[config.mk]
export PLATFORM = sky130hd
export DESIGN_NAME = point_in_polygon_ray_cast
export DESIGN_NICKNAME = d
export VERILOG_FILES = /design/src/piprc_pkg.sv /design/src/piprc_edge.sv /design/src/point_in_polygon_ray_cast.sv
export SDC_FILE = /design/constraint.sdc
export NUM_CORES = 2
export LEC_CHECK = 0
export ABC_AREA = 1
export BUFFER_PORTS_ARGS = -buffer_cell sky130_fd_sc_hd__buf_2
export CORE_AREA = 2 2 336 338
export DETAILED_ROUTE_END_ITERATION = 6
export DIE_AREA = 0 0 338 340
export PLACE_DENSITY = 0.74
export SYNTH_ARGS = -nofsm -noshare
export SYNTH_HDL_FRONTEND = slang
export SYNTH_SLANG_ARGS = --single-unit
[constraint.sdc]
create_clock -name i_clk -period 20.9 [get_ports i_clk]
set_input_delay 1.045 -clock i_clk [delete_from_list [all_inputs] [get_ports i_clk]]
set_output_delay 1.045 -clock i_clk [all_outputs]
set_load 0.1 [all_outputs]
[src/piprc_pkg.sv]
package piprc_pkg;

    // Result codes on o_relation.
    typedef enum logic [1:0] {
        REL_SEPARATE = 2'd0,
        REL_TOUCH    = 2'd1,
        REL_WITHIN   = 2'd2
    } t_relation;

    // Per-vertex control that travels with a beat down the pipeline.
    typedef struct packed {
        logic first;   // vertex opens a new polygon, no incoming edge
        logic last;    // vertex closes the polygon, closing edge follows
    } t_ctl;

    // Outcome of one edge test.
    typedef struct packed {
        logic touch;   // point lies on the closed segment
        logic toggle;  // edge crosses the upward ray from the point
    } t_edge_res;

endpackage

[src/piprc_edge.sv]
module piprc_edge #(
    parameter int COORD_WIDTH = 16
) (
    input  logic                          i_clk,
    input  logic                          i_load_a,
    input  logic                          i_load_b,
    input  logic signed [COORD_WIDTH-1:0] i_ax,
    input  logic signed [COORD_WIDTH-1:0] i_ay,
    input  logic signed [COORD_WIDTH-1:0] i_bx,
    input  logic signed [COORD_WIDTH-1:0] i_by,
    input  logic signed [COORD_WIDTH-1:0] i_px,
    input  logic signed [COORD_WIDTH-1:0] i_py,
    output piprc_pkg::t_edge_res          o_res
);

    localparam int DW = COORD_WIDTH + 1;
    localparam int PW = 2 * DW;

    logic signed [DW-1:0] n_dax, n_day, n_dbx, n_dby;
    logic                 n_box, n_cross, n_dir;
    logic                 span_x, span_y;

    logic signed [DW-1:0] r_dax, r_day, r_dbx, r_dby;
    logic                 r_box_a, r_cross_a, r_dir_a;

    logic signed [PW-1:0] n_p, n_q;
    logic signed [PW-1:0] r_p, r_q;
    logic                 r_box_b, r_cross_b, r_dir_b;

    // Stage A: offsets from the point and the range flags.
    always_comb begin
        n_dax   = {i_ax[COORD_WIDTH-1], i_ax} - {i_px[COORD_WIDTH-1], i_px};
        n_day   = {i_ay[COORD_WIDTH-1], i_ay} - {i_py[COORD_WIDTH-1], i_py};
        n_dbx   = {i_bx[COORD_WIDTH-1], i_bx} - {i_px[COORD_WIDTH-1], i_px};
        n_dby   = {i_by[COORD_WIDTH-1], i_by} - {i_py[COORD_WIDTH-1], i_py};
        span_x  = (i_ax <= i_px || i_bx <= i_px) && (i_ax >= i_px || i_bx >= i_px);
        span_y  = (i_ay <= i_py || i_by <= i_py) && (i_ay >= i_py || i_by >= i_py);
        n_box   = span_x && span_y;
        // half-open x-span: exactly one end at or left of the point
        n_cross = (i_ax <= i_px) != (i_bx <= i_px);
        n_dir   = i_ax < i_bx;
    end

    always_ff @(posedge i_clk) begin
        if (i_load_a) begin
            r_dax     <= n_dax;
            r_day     <= n_day;
            r_dbx     <= n_dbx;
            r_dby     <= n_dby;
            r_box_a   <= n_box;
            r_cross_a <= n_cross;
            r_dir_a   <= n_dir;
        end
    end

    // Stage B: the two cross-product terms.
    always_comb begin
        n_p = PW'(r_dax) * PW'(r_dby);
        n_q = PW'(r_day) * PW'(r_dbx);
    end

    always_ff @(posedge i_clk) begin
        if (i_load_b) begin
            r_p       <= n_p;
            r_q       <= n_q;
            r_box_b   <= r_box_a;
            r_cross_b <= r_cross_a;
            r_dir_b   <= r_dir_a;
        end
    end

    // Side of the line from the sign of p - q; an edge running left to right
    // lies above the point when the cross product is negative.
    always_comb begin
        o_res.touch  = r_box_b && (r_p == r_q);
        o_res.toggle = r_cross_b && (r_dir_b ? (r_p < r_q) : (r_p > r_q));
    end

endmodule

[src/point_in_polygon_ray_cast.sv]
// Point-in-polygon test by crossing number. Vertices stream in one beat per
// cycle while o_ready is high, each carrying the query point; i_last_vertex
// marks the final vertex of a polygon, and the next beat starts a new polygon.
// Every edge, the closing edge included, is tested exactly in integer
// arithmetic against an upward vertical ray, and one result comes out per
// polygon on o_relation: separate, touch (point on the boundary, which wins
// over within) or within. The block takes one vertex every cycle with no gaps
// between polygons unless a waiting result holds a closing vertex. The last
// vertex passes through the input, offset and product registers before its
// result is loaded into the result register, with both edge tests of a
// closing vertex running side by side. A waiting result only stalls the
// pipeline behind another closing vertex.
module point_in_polygon_ray_cast #(
    parameter int COORD_WIDTH = 16
) (
    input  logic                          i_clk,
    input  logic                          i_rst_n,
    input  logic                          i_valid,
    output logic                          o_ready,
    input  logic signed [COORD_WIDTH-1:0] i_point_x,
    input  logic signed [COORD_WIDTH-1:0] i_point_y,
    input  logic signed [COORD_WIDTH-1:0] i_vertex_x,
    input  logic signed [COORD_WIDTH-1:0] i_vertex_y,
    input  logic                          i_last_vertex,
    output logic                          o_valid,
    input  logic                          i_ready,
    output logic [1:0]                    o_relation
);

    logic accept;

    // polygon tracking state
    logic signed [COORD_WIDTH-1:0] r_first_x, r_first_y, r_prev_x, r_prev_y;
    logic                          r_await;

    // stage 1: input register
    logic                          r_v1;
    piprc_pkg::t_ctl               r_c1;
    logic signed [COORD_WIDTH-1:0] r_px, r_py, r_vx, r_vy, r_ax, r_ay, r_fx, r_fy;

    // stages 2 and 3 live in the edge units; control travels here
    logic            r_v2, r_v3;
    piprc_pkg::t_ctl r_c2, r_c3;

    logic free1, free2, free3, adv3, out_free;

    piprc_pkg::t_edge_res res_e, res_c;

    logic                 r_parity, r_touch;
    logic                 n_parity, n_touch;
    logic                 r_out_valid;
    piprc_pkg::t_relation r_rel, n_rel;

    // A stage frees up when empty or moving on; a non-closing vertex needs
    // no output space.
    always_comb begin
        out_free = !r_out_valid || i_ready;
        adv3     = r_v3 && (!r_c3.last || out_free);
        free3    = !r_v3 || adv3;
        free2    = !r_v2 || free3;
        free1    = !r_v1 || free2;
        o_ready  = free1;
        accept   = i_valid && free1;
    end

    always_ff @(posedge i_clk) begin
        if (!i_rst_n) begin
            r_first_x <= '0;
            r_first_y <= '0;
            r_prev_x  <= '0;
            r_prev_y  <= '0;
            r_await   <= 1'b1;
        end else if (accept) begin
            if (r_await) begin
                r_first_x <= i_vertex_x;
                r_first_y <= i_vertex_y;
            end
            r_prev_x <= i_vertex_x;
            r_prev_y <= i_vertex_y;
            r_await  <= i_last_vertex;
        end
    end

    always_ff @(posedge i_clk) begin
        if (accept) begin
            r_px       <= i_point_x;
            r_py       <= i_point_y;
            r_vx       <= i_vertex_x;
            r_vy       <= i_vertex_y;
            r_ax       <= r_prev_x;
            r_ay       <= r_prev_y;
            // a lone vertex closes on itself
            r_fx       <= r_await ? i_vertex_x : r_first_x;
            r_fy       <= r_await ? i_vertex_y : r_first_y;
            r_c1.first <= r_await;
            r_c1.last  <= i_last_vertex;
        end
    end

    always_ff @(posedge i_clk) begin
        if (!i_rst_n) begin
            r_v1 <= 1'b0;
            r_v2 <= 1'b0;
            r_v3 <= 1'b0;
        end else begin
            if (free1) begin
                r_v1 <= i_valid;
            end
            if (free2) begin
                r_v2 <= r_v1;
            end
            if (free3) begin
                r_v3 <= r_v2;
            end
        end
    end

    always_ff @(posedge i_clk) begin
        if (free2) begin
            r_c2 <= r_c1;
        end
        if (free3) begin
            r_c3 <= r_c2;
        end
    end

    // edge from the previous vertex to this one
    piprc_edge #(
        .COORD_WIDTH(COORD_WIDTH)
    ) u_edge_in (
        .i_clk   (i_clk),
        .i_load_a(free2),
        .i_load_b(free3),
        .i_ax    (r_ax),
        .i_ay    (r_ay),
        .i_bx    (r_vx),
        .i_by    (r_vy),
        .i_px    (r_px),
        .i_py    (r_py),
        .o_res   (res_e)
    );

    // closing edge back to the first vertex
    piprc_edge #(
        .COORD_WIDTH(COORD_WIDTH)
    ) u_edge_close (
        .i_clk   (i_clk),
        .i_load_a(free2),
        .i_load_b(free3),
        .i_ax    (r_vx),
        .i_ay    (r_vy),
        .i_bx    (r_fx),
        .i_by    (r_fy),
        .i_px    (r_px),
        .i_py    (r_py),
        .o_res   (res_c)
    );

    always_comb begin
        n_parity = (r_parity && !r_c3.first)
                 ^ (res_e.toggle && !r_c3.first)
                 ^ (res_c.toggle && r_c3.last);
        n_touch  = (r_touch && !r_c3.first)
                 || (res_e.touch && !r_c3.first)
                 || (res_c.touch && r_c3.last);
        priority if (n_touch) begin
            n_rel = piprc_pkg::REL_TOUCH;
        end else if (n_parity) begin
            n_rel = piprc_pkg::REL_WITHIN;
        end else begin
            n_rel = piprc_pkg::REL_SEPARATE;
        end
    end

    always_ff @(posedge i_clk) begin
        if (!i_rst_n) begin
            r_parity    <= 1'b0;
            r_touch     <= 1'b0;
            r_out_valid <= 1'b0;
        end else begin
            if (adv3) begin
                r_parity <= n_parity;
                r_touch  <= n_touch;
            end
            if (adv3 && r_c3.last) begin
                r_out_valid <= 1'b1;
            end else if (i_ready) begin
                r_out_valid <= 1'b0;
            end
        end
    end

    always_ff @(posedge i_clk) begin
        if (adv3 && r_c3.last) begin
            r_rel <= n_rel;
        end
    end

    assign o_valid    = r_out_valid;
    assign o_relation = r_rel;

`ifndef SYNTHESIS
    // a closing vertex always arms the start of a new polygon
    a_await_after_last: assert property (@(posedge i_clk) disable iff (!i_rst_n)
        (i_valid && o_ready && i_last_vertex) |=> r_await)
        else $error("polygon start not armed after last vertex");

    // a closing vertex blocked by a waiting result holds its place
    a_hold_closing: assert property (@(posedge i_clk) disable iff (!i_rst_n)
        (r_v3 && r_c3.last && r_out_valid && !i_ready) |=> (r_v3 && r_c3.last))
        else $error("closing vertex lost while result waits");

    // a result only follows a closing vertex leaving the last stage
    a_result_source: assert property (@(posedge i_clk) disable iff (!i_rst_n)
        (o_valid && !$past(o_valid)) |-> $past(r_v3 && r_c3.last))
        else $error("result without a closing vertex");
`endif

endmodule

==> metrics.log <==
INFO  metric crit_path_max_cell_delay = ~0.85 ns
INFO  metric worst_slew_pin_slew = between 1 and 1.5 ns
INFO  metric syn_avg_cell_area = between 8 and 9 µm²
INFO  metric syn-cell-area = roughly 66000 µm²
INFO  metric cts_hold_buffers = 0
INFO  metric cp-start-kind = register
INFO  metric clkLatencyLatePin = approximately 0.67 ns
INFO  metric synth_largest_type_area_fraction = between 30% and 40%
INFO  metric rr_worst_depth = 21
INFO  metric hold_violations = 0
INFO  metric synth_area_leaders = fa_1, edfxtp_1, inv_1
INFO  metric worstPathCellList = inv_1 -> or2_2 -> fa_1 -> fa_1 -> inv_1 -> fa_1 -> fa_1 -> fa_1 -> inv_1 -> fa_1 -> inv_1 -> ha_1 -> nand2_1 -> nor3_1 -> nand4_1 -> nand3_2 -> nand3_1 -> nand2_1 -> nand2_1 -> a31oi_1 -> xnor2_1
INFO  metric num_io_pins = 73
INFO  metric die-area = ~110000 µm²
INFO  metric ys_dominant_reg_cell = edfxtp_1
INFO  metric num-nets-final = between 9000 and 10000
INFO  metric final_cell_mix = inv_1, nand2_1, fa_1
INFO  metric timing.critical_path.arrival = around 7 ns
INFO  metric cts_buffers = 52
INFO  metric detailedPlacementHpwl = around 130 mm
INFO  metric post_route_cells_drive_above_1_share = 4.055%
INFO  metric synth_edf_count = around 390
INFO  metric placement_rows = approximately 120
INFO  metric cp.depth = 21
INFO  metric cp.required = about 21 ns
INFO  metric number_of_global_route_vias_before_repair = between 50000 and 60000
INFO  metric criticalPathCategory = register to register
INFO  metric slew_headroom = approximately 26%
INFO  metric ys_seq_elements = 457
INFO  metric layout_min_cycle_time = 6.678 ns
INFO  metric routed_wire_length_per_instance = around 18 µm
INFO  metric run_status = completed
INFO  metric yosysWarningCount = 0
INFO  metric drc = 0
INFO  metric post_route_worst_setup_slack = between 10 and 15 ns
INFO  metric die_x = 338 µm
INFO  metric synthToLayoutAreaGrowth = 4.854%
INFO  metric final_antenna_net_count = 0
INFO  metric fmax = approximately 0.15 GHz
INFO  metric synth.net_count = approximately 9300
INFO  metric placement_stage_worst_setup_slack = between 10 and 15 ns
INFO  metric synth.lib_cells_used.distinct = just under 60
INFO  metric worstHoldPathType = register to register
INFO  metric via_density_per_instance = ~5.3
INFO  metric register_clock_pin_slew_on_the_reported_worst_setup_and_hold_paths = around 0.060 ns
INFO  metric cts_tree = done
INFO  metric layout.area.seq = between 10000 and 15000 µm²
INFO  metric globalRouteTotalUtil = between 20% and 30%
INFO  metric worst-r2r-setup-slack = around 14 ns
INFO  metric post_cts_resized = 0
INFO  metric gate_count_of_the_mapped_netlist = between 7000 and 8000
INFO  metric fin_skew = 0.07065 ns
INFO  metric multi_input_area = 44270 µm²
INFO  metric insertedDiodeCount = 0
INFO  metric grt_max_degree = around 80
INFO  metric timing.critical_path.mode_cell = fa_1
INFO  metric final.fill_count = ~9200
INFO  metric root_buf_cell = clkbuf_16
INFO  metric rsz_0062_raised_after_global_routing = false
INFO  metric ratio_of_final_minimum_period_to_clock_period = 31.95%
INFO  metric vias = ~47000
INFO  metric maxCapViolCount = 0
INFO  metric synth-async-reset-ratio = 0%
INFO  metric critical_path.endpoint_type = register
INFO  metric grt_overflow_total = 0
INFO  metric floorplan.die.height = roughly 340 µm
INFO  metric antenna_found_initial = 1
INFO  metric critical_path.top_delay_family = adder cells
INFO  metric dp_cells = 8777
INFO  metric drt-initial-drc-count = roughly 3200
INFO  metric coreArea = about 110000 µm²
INFO  metric yosysSeqAreaShare = between 10% and 20%
INFO  metric timing.final.max_slew_violations = 0
INFO  metric cts-htree-levels = 2
INFO  metric setup-tns-final = 0 ns
INFO  metric wirelength = between 150 and 200 mm
INFO  metric cpMaxStageDelayCell = edfxtp_1
INFO  metric mostFrequentLayoutCell = inv_1
INFO  metric postCtsSetupRepairBufs = 0
INFO  metric critical_path.n_buffers_inverters = 4
INFO  metric netlist.top_cell.by_area = fa_1
INFO  metric cts_buffer_depth = 3
INFO  metric floorplan.initialDensity = roughly three fifths
INFO  metric holdPathStages = 0
INFO  metric timing.critical_path.fanout_max = 18
INFO  metric io_buffer_count = 72
INFO  metric grt_first_pass_wirelength = 265.4 mm
INFO  metric detail_route.first_pass.iterations = 6
INFO  metric final_util = roughly 62%
INFO  metric place.gp.congestion = between 0.8 and 0.9
INFO  metric finalNonFillerCells = between 8000 and 9000
INFO  metric cts.sinks = 457
INFO  metric setup_viol = 0
[sequential cells by signal, summed over array words and instances, names as in the netlist, 17 cells and up]
signal	cells
u_edge_close.r_p	34
u_edge_close.r_q	34
u_edge_in.r_p	34
u_edge_in.r_q	34
u_edge_close.r_dbx	17
u_edge_close.r_dby	17
u_edge_in.r_dax	17
u_edge_in.r_day	17
u_edge_in.r_dbx	17
u_edge_in.r_dby	17
[metal layers]
| metal | track usage [%] | part of all wire [%] | vias up |
|---|---|---|---|
| li1 | - | - | 21620 |
| met5 | 0 | 0 | - |
| met1 | 40.19 | 41 | 23310 |
| met4 | 10.83 | 4.2 | 0 |
| met2 | 48.69 | 48 | 1801 |
| met3 | 4.028 | 7.5 | 363 |
[cell families after synthesis]
kind of cell             Yosys count  synth area share [%]
flip-flops                       457                 19.60
XOR/XNOR                         252                 3.336
adder cells (fa/ha/maj)         1732                 46.10
AO/OA/AOI/OAI                    584                 5.127
AND/OR/NAND/NOR                 2017                 12.11
buffers and inverters           2422                 13.72
[area by class of cell]
cell class                 instances  area share, %
clock buffer                      60          1.927
clock inverter                    36         0.6669
tap                             1500          2.696
timing repair buffer             113         0.9599
sequential                       457          18.70
multi-input combinational       4585          63.60
inverter                        2122          11.45
[cell usage after synthesis, types with 15 or more instances]
library cell	instances
inv_1	2118
nand2_1	1566
fa_1	1190
ha_1	542
edfxtp_1	386
clkbuf_1	284
a21oi_1	264
nor2_1	260
o21ai_0	156
xor2_1	149
xnor2_1	102
dfxtp_1	71
nand3_1	66
nand4_1	33
a21o_1	25
o21ai_2	19
a31oi_1	18
or2_2	18
o21ai_1	16
nor3_1	15
[through the flow]
step / instance area [µm²] / hold slack [ns]
floorplan: 66380 / 0.4003
global placement: 67800 / 0.4010
detailed placement: 67800 / 0.4045
CTS: 69600 / 0.4184
global route: 69600 / 0.4263
finish: 69600 / 0.4192
[path summary, 6_finish.rpt]
path	from	end
worst max-delay path	u_edge_in.r_dby[16]	u_edge_in.r_p[33]
worst max register to register	u_edge_in.r_dby[16]	u_edge_in.r_p[33]
worst min-delay path	r_c1[1]	r_c2[1]
worst min register to register	r_c1[1]	r_c2[1]
Power is left out: the tool's default activity adds up to more than one toggle a clock period on the data nets, which glitch-free logic cannot reach.
